**config.mk**
```make
export PLATFORM = sky130hd
export DESIGN_NAME = fmm_queue
export DESIGN_NICKNAME = d
export VERILOG_FILES = /design/src/hdl/fmm_pkg.sv /design/src/hdl/fmm_queue.sv
export SDC_FILE = /design/constraint.sdc
export NUM_CORES = 1
export LEC_CHECK = 0
export ABC_AREA = 1
export BUFFER_PORTS_ARGS = -buffer_cell sky130_fd_sc_hd__buf_2
export CAP_MARGIN = 20
export CORE_UTILIZATION = 58
export CTS_BUF_LIST = sky130_fd_sc_hd__clkbuf_4
export DETAILED_ROUTE_END_ITERATION = 8
export PLACE_DENSITY = 0.92
export SYNTH_ARGS = -nofsm -noshare
export SYNTH_HDL_FRONTEND = slang
export SYNTH_SLANG_ARGS = --single-unit
```
**constraint.sdc**
```tcl
create_clock -name clock -period 4.7 [get_ports clock]
set_clock_uncertainty 0.15 [all_clocks]
set_input_delay 0.235 -clock clock [delete_from_list [all_inputs] [get_ports clock]]
set_output_delay 0.235 -clock clock [all_outputs]
set_load 0.05 [all_outputs]
```
**src/hdl/fmm_pkg.sv**
```systemverilog
`timescale 1ns / 1ps
`default_nettype none
package fmm_pkg;

   localparam int MAX_DIM_DEFAULT = 64;
   localparam int IDX_W           = 6;
   localparam int DIM_W           = 7;
   localparam int VALUE_W         = 32;
   localparam int REQ_DATA_W      = 48;
   localparam int REQ_USER_W      = 2;
   localparam int RSP_DATA_W      = 32;
   localparam int RSP_USER_W      = 1;
   localparam int CSR_INDEX_W     = 2;

   typedef enum logic [1:0] {
      REQ_LOAD_A = 2'd0,
      REQ_LOAD_B = 2'd1,
      REQ_QUERY  = 2'd2,
      REQ_UNUSED = 2'd3
   } req_kind_type;

   typedef enum logic [1:0] {
      CSR_ROWS_M       = 2'd0,
      CSR_COLS_N       = 2'd1,
      CSR_INNER_K      = 2'd2,
      CSR_B_TRANSPOSED = 2'd3
   } csr_index_type;

   // what the back end has to do with a queued item
   typedef enum logic [1:0] {
      JOB_LOAD_A = 2'd0,
      JOB_LOAD_B = 2'd1,
      JOB_QUERY  = 2'd2,
      JOB_QERR   = 2'd3
   } job_kind_type;

   typedef struct packed {
      job_kind_type           kind;
      logic [IDX_W-1:0]       row;
      logic [IDX_W-1:0]       col;
      logic [VALUE_W-1:0]     value;
   } job_type;

   typedef struct packed {
      logic [DIM_W-1:0] rows_m;
      logic [DIM_W-1:0] cols_n;
      logic [DIM_W-1:0] inner_k;
      logic             b_transposed;
   } cfg_type;

   typedef enum logic [2:0] {
      BK_IDLE,
      BK_READ,
      BK_START,
      BK_WAIT,
      BK_OUT
   } back_state_type;

   localparam logic STATUS_OK    = 1'b0;
   localparam logic STATUS_RANGE = 1'b1;

endpackage
`default_nettype wire

```
**src/hdl/fmm_queue.sv**
```systemverilog
`timescale 1ns / 1ps
`default_nettype none
module fmm_queue (
   input  wire               clock,
   input  wire               reset,
   input  wire               push_valid,
   output logic              push_ready,
   input  fmm_pkg::job_type  push_job,
   output logic              pop_valid,
   input  wire               pop_ready,
   output fmm_pkg::job_type  pop_job
);
   import fmm_pkg::*;

   job_type     slot_ff [2];
   logic        wr_ptr_ff, wr_ptr_in;
   logic        rd_ptr_ff, rd_ptr_in;
   logic [1:0]  count_ff, count_in;
   logic        do_push, do_pop;

   assign push_ready = (count_ff != 2'd2);
   assign pop_valid  = (count_ff != 2'd0);
   assign pop_job    = slot_ff[rd_ptr_ff];
   assign do_push    = push_valid && push_ready;
   assign do_pop     = pop_valid && pop_ready;

   always_comb begin
      wr_ptr_in = do_push ? ~wr_ptr_ff : wr_ptr_ff;
      rd_ptr_in = do_pop ? ~rd_ptr_ff : rd_ptr_ff;
      count_in  = count_ff;
      if (do_push && !do_pop) begin
         count_in = count_ff + 2'd1;
      end else if (do_pop && !do_push) begin
         count_in = count_ff - 2'd1;
      end
   end

   always_ff @(posedge clock) begin
      if (reset) begin
         wr_ptr_ff <= 1'b0;
         rd_ptr_ff <= 1'b0;
         count_ff  <= 2'd0;
      end else begin
         wr_ptr_ff <= wr_ptr_in;
         rd_ptr_ff <= rd_ptr_in;
         count_ff  <= count_in;
      end
   end

   always_ff @(posedge clock) begin
      if (do_push) begin
         slot_ff[wr_ptr_ff] <= push_job;
      end
   end

endmodule
`default_nettype wire

```
==> metrics.md <==
| Metric | Value |
|---|---|
| FILL cells | `between 300 and 400` |
| Hold path start | `push_valid` |
| Final ANT Viol Nets | `0` |
| Cells after Synth | `180` |
| H-tree level count | `3` |
| DR iter-0 viols | `roughly 140` |
| Largest net degree at the start of global routing | `47` |
| Core box area | `0.00610 mm^2` |
| Cell count after placement | `350` |
| Rel. slew slack | `0.454` |
| Clock share of power | `0.165` |
| Num CTS Buffers | `9` |
| Detail-routed via count per cell | `5.06` |
| Clock Sinks | `a little under 100` |
| Initial antenna violation count | `0` |
| Synth cell types | `14` |
| Finish-stage setup viols | `0` |
| DRC viols | `0` |
| Final Cycle Share | `0.592` |
| Number of global-route vias before repair | `2090` |
| I/O Buffers | `a little under 100` |
| CP Class | `reg2out` |
| Placed Area | `0.00429 mm^2` |
| Maximum root-to-sink buffer count | `2` |
| Routability cong. | `approximately 0.69` |
| Area grow syn2layout | `30.5%` |
| Antenna Cells | `0` |
| Die Y | `82.5 um` |
| Starting Density | `0.617` |
| First-pass GRT wire length | `about 9.5 mm` |
| Switching Power | `a little under 1000 uW` |
| Status | `finished clean` |
| Worst Max-Slew Pin Slew | `between 0.8 and 0.9 ns` |
| Power density over the cells | `approximately 520 mW/mm^2` |
| CTS Root Cell | `clkbuf_4` |
| Max-slew violation count | `0` |
| CTS tree | `yes` |
| Hold Vio Cnt, Final | `0` |
| Worst-case hold path end point | `wr_ptr_ff` |
| RSZ-0062 raised after global routing | `false` |
| CP endpoint kind | `output port` |
| Total die area | `~0.0068 mm^2` |
| HP Class | `in2reg` |
| Max Freq | `about 360 MHz` |
| Combinational Power Share | `0.384` |
| Worst vdd ir | `0.474 mV` |
| Internal cell power | `1590 uW` |
| First-pass DRT Iterations | `4` |
| DP Worst Slack | `about 2.4 ns` |
| Synth Warn # | `0` |
| Setup TNS | `0 ns` |
| PnR worst setup slack | `between 1.5 and 2 ns` |
| Final std cell area, no fill | `0.00491 mm^2` |
| Sequential share of power | `0.451` |
| Crit path DAT | `around 2.4 ns` |
| Post-CTS Resized | `0` |
| Nets | `between 300 and 400` |
| Grt total ovfl | `0` |
| Layout cells sized above 1 | `0.484` |
| Post-Synthesis Cell Area | `0.00376 mm^2` |
| Vias | `2093` |
| Syn nets | `roughly 230` |
| Drt total wl | `about 6.5 mm` |
| R2r startpoint | `count_ff[0]` |
| Syn Area/Cell | `20.9 um^2` |
| Min cycle time layout | `2.78 ns` |
| Worst reg2reg setup slack | `around 2.5 ns` |
| Clock-pin slew on the worst setup and hold paths | `0.13 ns` |
| Row count | `28` |
| Cell Count, Final, Fillers Out | `just over 400` |
| Detailed-route wire length per cell | `around 16 um` |
| Clock Latency Late Sink | `~0.41 ns` |
| Startpoint type of the worst setup path | `flip-flop` |
| Seq cells post-synth | `just under 100` |
| Seq/Total Area, Yosys | `0.761` |
| Crit Path Max Fanout | `26` |
| Pleak | `0.00197 uW` |
| Post-CTS setup buffer count | `0` |
| Num ports | `just under 100` |
| Reg2reg path depth | `5` |
| CP required | `between 4 and 5 ns` |
| Die W | `between 80 and 90 um` |
| Hold depth | `5` |
| GRT Overall Usage | `0.199` |
| Switch share | `0.382` |
| Max Cap Viol | `0` |
| Hpwl dp | `3.82 mm` |
| R2r endpoint | `slot_ff[1][27]` |
-- cells by family (layout without fill, tap and decap cells) --
logic type / count (synthesis) / after routing / synth area share
flip-flops: 97 / 97 / 0.761
buffers and inverters: 13 / 172 / 0.0323
AND/OR/NAND/NOR: 19 / 19 / 0.0203
AO/OA/AOI/OAI: 4 / 4 / 0.00532
multiplexers: 46 / 46 / 0.178
adder cells (fa/ha/maj): 1 / 1 / 0.00333
-- power by group through the flow --
stage	clock (uW)	combinational [uW]	sequential, uW
6_report	424	989	1160
5_1_grt	459	1040	1170
4_1_cts	428	987	1160
3_5_place_dp	0	954	1180
3_3_place_gp	0	940	1170
2_1_floorplan	0	844	1140
-- layout make-up --
class | instances | area (um^2) | share of cell area
Multi-Input combinational cell | 70 | 792 | 0.161
Timing Repair Buffer | 148 | 988 | 0.201
Sequential cell | 97 | 2860 | 0.584
Inverter | 8 | 30.0 | 0.00612
Tap cell | 75 | 93.8 | 0.0191
Clock buffer | 11 | 82.6 | 0.0168
Clock inverter | 5 | 56.3 | 0.0115
-- synth_stat cells, drive strengths merged --
cell type / number / area share
edfxtp: 92 / 0.73
mux2: 46 / 0.18
nand2: 9 / 0.0090
inv: 8 / 0.0080
nor2: 7 / 0.0070
buf: 5 / 0.024
dfxtp: 5 / 0.027
a21oi: 2 / 0.0027
nand3: 2 / 0.0027
o21ai: 2 / 0.0027
ha: 1 / 0.0033
nand4: 1 / 0.0017
-- placed cells by master, fill, tap and decap left out, drive strengths merged, types with 3 or more instances in the layout --
master	instances
mux2	46
buf	100
dfxtp	5
dlygate4sd3	48
clkbuf	11
nand2	9
inv	8
edfxtp	92
clkinvlp	3
nor2	7
-- flip-flops by register name, indices dropped and copies added (netlist names), named ones only --
signal	flops
count_ff	2
slot_ff	92
wr_ptr_ff	1
rd_ptr_ff	1
-- through the flow --
stage | total power, uW | utilization | hold WS (ns)
after floorplan | 1990 | - | 0.184
after global placement | 2110 | 0.703 | 0.273
after detailed placement | 2130 | 0.703 | 0.276
after CTS | 2580 | 0.805 | 0.156
final | 2570 | 0.805 | 0.294
after global routing | 2670 | 0.805 | 0.338
-- critical path, stage by stage, from the launching register on --
cell	delay, ns
dfxtp_2	0.89
buf_4	0.48
mux2_2	0.39
buf_2	0.21
-- per-layer routing --
metal	track usage	vias up	share of wire
met1	0.229	999	0.39
met5	0	-	0
met4	0.0983	0	0.027
met3	0.0396	17	0.044
met2	0.355	85	0.54
li1	-	992	-
-- worst max path at each step --
stage / from / end / slack (ns) / cells past startpoint
6_report: flip-flop / pop_job[39] / 1.92 / 3
5_1_grt: flip-flop / pop_job[39] / 1.80 / 3
4_1_cts: flip-flop / pop_job[39] / 1.90 / 3
3_5_place_dp: flip-flop / pop_job[39] / 2.36 / 3
3_3_place_gp: flip-flop / pop_job[45] / 2.36 / 3
2_1_floorplan: count_ff[0] / slot_ff[0][0] / 1.22 / 4
-- repair_timing --
| action | in CTS | in global routing |
|---|---|---|
| endpoints found under the setup margin | 0 | 0 |
| endpoints found under the hold margin | 97 | 0 |
| hold buffers | 48 | 0 |
No activity file was read; power rests on OpenSTA's default activity.
