`src/hdl/fmm_pkg.sv`:
```
`timescale 1ns / 1ps
`default_nettype none
package fmm_pkg;

   localparam int MAX_DIM_DEFAULT = 64;
   localparam int IDX_W           = 6;
   localparam int DIM_W           = 7;
   localparam int VALUE_W         = 32;
   localparam int REQ_DATA_W      = 48;
   localparam int REQ_USER_W      = 2;
   localparam int RSP_DATA_W      = 32;
   localparam int RSP_USER_W      = 1;
   localparam int CSR_INDEX_W     = 2;

   typedef enum logic [1:0] {
      REQ_LOAD_A = 2'd0,
      REQ_LOAD_B = 2'd1,
      REQ_QUERY  = 2'd2,
      REQ_UNUSED = 2'd3
   } req_kind_type;

   typedef enum logic [1:0] {
      CSR_ROWS_M       = 2'd0,
      CSR_COLS_N       = 2'd1,
      CSR_INNER_K      = 2'd2,
      CSR_B_TRANSPOSED = 2'd3
   } csr_index_type;

   // what the back end has to do with a queued item
   typedef enum logic [1:0] {
      JOB_LOAD_A = 2'd0,
      JOB_LOAD_B = 2'd1,
      JOB_QUERY  = 2'd2,
      JOB_QERR   = 2'd3
   } job_kind_type;

   typedef struct packed {
      job_kind_type           kind;
      logic [IDX_W-1:0]       row;
      logic [IDX_W-1:0]       col;
      logic [VALUE_W-1:0]     value;
   } job_type;

   typedef struct packed {
      logic [DIM_W-1:0] rows_m;
      logic [DIM_W-1:0] cols_n;
      logic [DIM_W-1:0] inner_k;
      logic             b_transposed;
   } cfg_type;

   typedef enum logic [2:0] {
      BK_IDLE,
      BK_READ,
      BK_START,
      BK_WAIT,
      BK_OUT
   } back_state_type;

   localparam logic STATUS_OK    = 1'b0;
   localparam logic STATUS_RANGE = 1'b1;

endpackage
`default_nettype wire

```
`src/hdl/fmm_front.sv`:
```
`timescale 1ns / 1ps
`default_nettype none
module fmm_front #(
   parameter int MAX_DIM = fmm_pkg::MAX_DIM_DEFAULT
) (
   input  wire                              clock,
   input  wire                              reset,
   input  wire                              req_tvalid,
   output logic                             req_tready,
   input  wire  [fmm_pkg::REQ_DATA_W-1:0]   req_tdata,
   input  wire  [fmm_pkg::REQ_USER_W-1:0]   req_tuser,
   input  wire                              csr_valid,
   output logic                             csr_ready,
   input  wire  [fmm_pkg::CSR_INDEX_W-1:0]  csr_index,
   input  wire  [fmm_pkg::DIM_W-1:0]        csr_data,
   output fmm_pkg::cfg_type                 cfg,
   output logic                             push_valid,
   input  wire                              push_ready,
   output fmm_pkg::job_type                 push_job
);
   import fmm_pkg::*;

   logic [DIM_W-1:0] rows_m_ff, cols_n_ff, inner_k_ff;
   logic [DIM_W-1:0] rows_m_in, cols_n_in, inner_k_in;
   logic             b_trans_ff, b_trans_in;
   logic [DIM_W-1:0] dim_clamped;
   logic [IDX_W-1:0] row, col;
   logic [DIM_W-1:0] row_w, col_w;
   logic             keep;
   job_kind_type     kind;

   always_comb begin
      if (csr_data == '0) begin
         dim_clamped = DIM_W'(1);
      end else if (32'(csr_data) > 32'(MAX_DIM)) begin
         dim_clamped = DIM_W'(MAX_DIM);
      end else begin
         dim_clamped = csr_data;
      end
   end

   always_comb begin
      rows_m_in  = rows_m_ff;
      cols_n_in  = cols_n_ff;
      inner_k_in = inner_k_ff;
      b_trans_in = b_trans_ff;
      if (csr_valid) begin
         unique case (csr_index_type'(csr_index))
            CSR_ROWS_M:       rows_m_in  = dim_clamped;
            CSR_COLS_N:       cols_n_in  = dim_clamped;
            CSR_INNER_K:      inner_k_in = dim_clamped;
            CSR_B_TRANSPOSED: b_trans_in = csr_data[0];
            default:          ;
         endcase
      end
   end

   always_ff @(posedge clock) begin
      if (reset) begin
         rows_m_ff  <= DIM_W'(1);
         cols_n_ff  <= DIM_W'(1);
         inner_k_ff <= DIM_W'(1);
         b_trans_ff <= 1'b0;
      end else begin
         rows_m_ff  <= rows_m_in;
         cols_n_ff  <= cols_n_in;
         inner_k_ff <= inner_k_in;
         b_trans_ff <= b_trans_in;
      end
   end

   assign csr_ready = 1'b1;
   assign cfg       = '{rows_m: rows_m_ff, cols_n: cols_n_ff, inner_k: inner_k_ff,
                        b_transposed: b_trans_ff};

   assign row   = req_tdata[IDX_W-1:0];
   assign col   = req_tdata[2*IDX_W-1:IDX_W];
   assign row_w = DIM_W'(row);
   assign col_w = DIM_W'(col);

   // sort the item and drop loads that fall outside the sizes and the unused code
   always_comb begin
      keep = 1'b0;
      kind = JOB_LOAD_A;
      unique case (req_kind_type'(req_tuser))
         REQ_LOAD_A: begin
            kind = JOB_LOAD_A;
            keep = (row_w < rows_m_ff) && (col_w < inner_k_ff);
         end
         REQ_LOAD_B: begin
            kind = JOB_LOAD_B;
            keep = b_trans_ff ? ((row_w < cols_n_ff) && (col_w < inner_k_ff))
                              : ((row_w < inner_k_ff) && (col_w < cols_n_ff));
         end
         REQ_QUERY: begin
            keep = 1'b1;
            kind = ((row_w < rows_m_ff) && (col_w < cols_n_ff)) ? JOB_QUERY : JOB_QERR;
         end
         default: begin
            keep = 1'b0;
         end
      endcase
   end

   assign req_tready = push_ready;
   assign push_valid = req_tvalid && keep;
   assign push_job   = '{kind: kind, row: row, col: col,
                         value: req_tdata[2*IDX_W+VALUE_W-1:2*IDX_W]};

endmodule
`default_nettype wire

```
`config.mk`:
```
export PLATFORM = sky130hd
export DESIGN_NAME = fmm_front
export DESIGN_NICKNAME = d
export VERILOG_FILES = /design/src/hdl/fmm_pkg.sv /design/src/hdl/fmm_front.sv
export SDC_FILE = /design/constraint.sdc
export NUM_CORES = 1
export LEC_CHECK = 0
export BUFFER_PORTS_ARGS = -buffer_cell sky130_fd_sc_hd__buf_2
export CAP_MARGIN = 40
export CORE_ASPECT_RATIO = 0.8
export CORE_MARGIN = 4
export CORE_UTILIZATION = 40
export CTS_CLUSTER_SIZE = 24
export DETAILED_ROUTE_END_ITERATION = 6
export GPL_TIMING_DRIVEN = 0
export PLACE_DENSITY_LB_ADDON = 0.05
export SETUP_SLACK_MARGIN = 0.15
export SLEW_MARGIN = 20
export SYNTH_ARGS = -nofsm -noshare
export SYNTH_HDL_FRONTEND = slang
export SYNTH_SLANG_ARGS = --single-unit
```
`constraint.sdc`:
```
create_clock -name clock -period 2 [get_ports clock]
set_input_delay 0.3 -clock clock [delete_from_list [all_inputs] [get_ports clock]]
set_output_delay 0.3 -clock clock [all_outputs]
set_load 0.01 [all_outputs]
```
==> reports/results.txt <==
For hold timing, the worst endpoint is rows_m_ff[0]. The tools report the reported leakage power as 1.415 nW. TritonCTS built the clock tree. The number of enable flip-flop cells after synthesis is 0.

Summed over its instances, the top area cell type makes up 22.70% of the synthesized netlist area. The effective utilization at floorplan is 41.96%, and the number of rows in the core area is 22. The total area inside the core boundary comes to 4624 um^2. Data on the critical path arrives at its endpoint at 1900 ps.

For the pin with the worst max-slew slack, the measured transition is 681.2 ps. Die span in y: 70.30 um. Relative to the synthesized area, the layout overhead comes to 43.91%.

The post-detailed-route DRC marker count was 0. The clock drives 22 sinks. The number of warning messages in the yosys log is 0.

The detailed-route via count is 1869, and the die extent in x is 85.88 um. After detailed routing, the total wire length is 5130 um. For the diode insertion count for antenna repair, the log shows 0. In the final timing run, aggregate negative setup slack is -251.3 ps. For the worst ir drop on vdd, the log shows 0.4344 mV. Number of I/O port buffers: 96. The total count of hold-check failures in the final report is 0. Buffers inserted to repair hold after CTS numbered 0.

The tools report the global-route track usage on met3 as 2.476%. Clock latency on the worst-skew pair, taken at its later pin, is 260 ps. The number of cells in the design after placement came out at 398. Max-cap violations in this run came to 0. The routed wirelength normalized by instance count came out at 12.54 um.

Summing the sequential cell areas from Yosys gives 22.70% of the chip area. The count of pins on the block boundary is 135. The clock passes through at most 2 buffers.

Number of unique standard cell types used by synthesis: 34. The checks that failed: setup timing. In this run the critical register-to-register path is captured at cols_n_ff[2].

For this block, the initial DRC count from the detailed router was 35. The run gives 1717 as the number of global-route vias before repair. The mapped cell area is 1941 um^2.

Final number of max-transition violations: 0. The number of flip-flops and latches in the synthesized netlist works out to 22. The synthesized design spends more area on one cell type than any other, namely sky130_fd_sc_hd__dfxtp_1. Setup repair after global routing could not meet its margin everywhere.

Entering global routing, the biggest net connects 14 pins. The tools report the first-pass GRT wire length as 7955 um. The final net count was 444; the worst slack at placement was -117.9 ps. Number of levels the H-tree was split into: 1.

The tools report the startpoint of the most critical hold path as reset. The final worst-path cycle share works out to 109.8%. Fraction of layout cells with a size suffix above 1: 55.87%. In this run the worst hold path is classified as in -> reg. Global routing consumed, over all layers together, 16.00% of the routing resources.

The critical path required time is 1700 ps, and the power after layout is 1.270 mW. The number of nets produced by synthesis is 336. The global routing stage identified its most utilized layer as met2. STA classifies the critical path startpoint as a register. The post-CTS clock slew at the launch and capture registers of the worst setup and hold paths works out to 70 ps. After layout, the minimum clock period comes to 2196 ps. After detailed routing, the number of vias per cell comes to 4.570. Along the worst path, the maximum fanout reaches 2. The first detailed-routing pass took 4 iterations.

Final clock skew: 0 ps. Counting instances in the post-synthesis netlist gives the leading cell types as sky130_fd_sc_hd__buf_4, sky130_fd_sc_hd__ha_1, sky130_fd_sc_hd__nand2_1, sky130_fd_sc_hd__a21oi_1, sky130_fd_sc_hd__dfxtp_1. The post-route standard cell area excluding fillers was 2793 um^2. The worst-case setup margin in the final layout is -195.6 ps, and the area of the die is 6037 um^2. The instance area at placement is 2497 um^2, and the peak clock frequency supported by timing is 455.5 MHz. The most used standard cell by instance count after synthesis is sky130_fd_sc_hd__buf_4.

Met2 demand-to-capacity share in global routing: 26.95%. The number of cells on the worst reg-to-reg path is 3. The wire-length estimate of the detail-placed layout is 4316 um. The share of flip-flops with an asynchronous set or reset after synthesis was 0%. The initial antenna violation count is 0, and the slack of the worst reg-to-reg path is 1230 ps. In the post-synthesis netlist, the biggest area contributors are sky130_fd_sc_hd__dfxtp_1, sky130_fd_sc_hd__ha_1, sky130_fd_sc_hd__buf_4, sky130_fd_sc_hd__a21oi_1, sky130_fd_sc_hd__nand2_1.

The tools report the post-detailed-route count of antenna-violating nets as 0. The fraction of met1 tracks used by global routing was 21.45%; the relative max-transition margin was 54.49%. The number of cells on the worst hold path was 2; the number of cells produced by synthesis was 242.

STA classifies the critical path endpoint as a primary output. The startpoint identified for the worst register-to-register timing path is cols_n_ff[2]. TritonCTS created 3 clock buffers. Routability-driven placement finished with a final weighted congestion of 0.8152.

In this run the clock root is driven by a sky130_fd_sc_hd__clkbuf_8. The most used flip-flop cell after synthesis is sky130_fd_sc_hd__dfxtp_1. The worst setup path category is reg -> out. The flow ran to the end, but the final reports show violations. Number of endpoints failing setup at the final stage: 2. The power per unit of standard cell area came out at 454.6 nW/um^2.

The total overflow left after global routing is 0. Dividing the synthesized area by the synthesized cell count gives 8.019 um^2. For the number of cells in the finished layout apart from fillers, the log shows 409.
## layout by cell type (no fill, tap or decap), types with 3 or more instances in the layout
master,instances
sky130_fd_sc_hd__nand3_1,4
sky130_fd_sc_hd__dfxtp_2,9
sky130_fd_sc_hd__nor2_1,13
sky130_fd_sc_hd__buf_2,97
sky130_fd_sc_hd__inv_1,14
sky130_fd_sc_hd__buf_4,54
sky130_fd_sc_hd__a211o_1,3
sky130_fd_sc_hd__a21oi_2,4
sky130_fd_sc_hd__a21o_1,6
sky130_fd_sc_hd__clkbuf_8,3
sky130_fd_sc_hd__nor2b_1,7
sky130_fd_sc_hd__clkbuf_1,4
sky130_fd_sc_hd__ha_1,21
sky130_fd_sc_hd__inv_2,5
sky130_fd_sc_hd__a21oi_1,18
sky130_fd_sc_hd__nand2_1,28
sky130_fd_sc_hd__mux2i_1,7
sky130_fd_sc_hd__ha_4,9
sky130_fd_sc_hd__dfxtp_1,13
sky130_fd_sc_hd__nand2b_1,3
## cell type report
class | count | area [um^2]
Buffer | 52 | 372.9
Clock buffer | 3 | 41.29
Clock inverter | 1 | 30.03
Fill cell | 442 | 1832
Inverter | 19 | 71.32
Multi-Input combinational cell | 149 | 1217
Sequential cell | 22 | 451.7
Tap cell | 60 | 75.07
Timing Repair Buffer | 103 | 533.0
## worst max-delay path, cell delays in order (launching register included)
cell	delay, ps
sky130_fd_sc_hd__dfxtp_2	340
sky130_fd_sc_hd__inv_2	50
sky130_fd_sc_hd__ha_4	270
sky130_fd_sc_hd__nand2_2	40
sky130_fd_sc_hd__o21ai_2	130
sky130_fd_sc_hd__nand4_1	110
sky130_fd_sc_hd__a21o_2	240
sky130_fd_sc_hd__a32oi_2	220
sky130_fd_sc_hd__o32ai_2	90
sky130_fd_sc_hd__buf_2	140
## sequential cells by signal (all words and copies together) (netlist names)
name,flops
cols_n_ff,7
inner_k_ff,7
b_trans_ff,1
rows_m_ff,7
## power by group
part	internal [mW]	switching, mW
combinational	0.211	0.190
sequential	0.450	0.0128
clock	0.267	0.138
total	0.928	0.341
## kinds of logic after synthesis
logic type	Yosys count	synth area share [%]
compound gates	46	15.48
simple gates	65	15.80
other cells	1	0.1932
fa+ha+maj	30	19.34
buf+inv	71	22.89
flops	22	22.69
mux	7	3.611
## routing by layer
metal	vias to the layer above	part of all wire, %
met4	0	0.53
met2	62	47
met1	829	45
li1	974	-
met3	4	7.4
met5	-	0
## timing repair
| action | in CTS | in global routing |
|---|---|---|
| setup buffers | 5 | 2 |
| pin swaps | 14 | 9 |
| resized for setup | 27 | 11 |
| hold endpoints to repair | 0 | 0 |
| setup endpoints to repair | 2 | 2 |
## worst max-delay path by stage
stage,start,to,slack [ps],depth (start not counted)
floorplan,rows_m_ff[1],push_valid,160,7
global placement,req_tdata[8],push_valid,-120,9
detailed placement,req_tdata[8],push_valid,-120,9
CTS,rows_m_ff[1],push_valid,-170,8
global route,inner_k_ff[1],push_valid,-300,9
finish,inner_k_ff[2],push_valid,-200,9
## stage by stage
stage / hold WS, ps / utilization (%)
after floorplan: 394.4 / -
after detailed placement: 457.5 / 54.00
after global routing: 277.4 / 60.39
after global placement: 460.6 / 54.00
final: 267.0 / 60.39
after CTS: 264.4 / 58.63
Note: power is estimated with default switching activity, not from simulation.
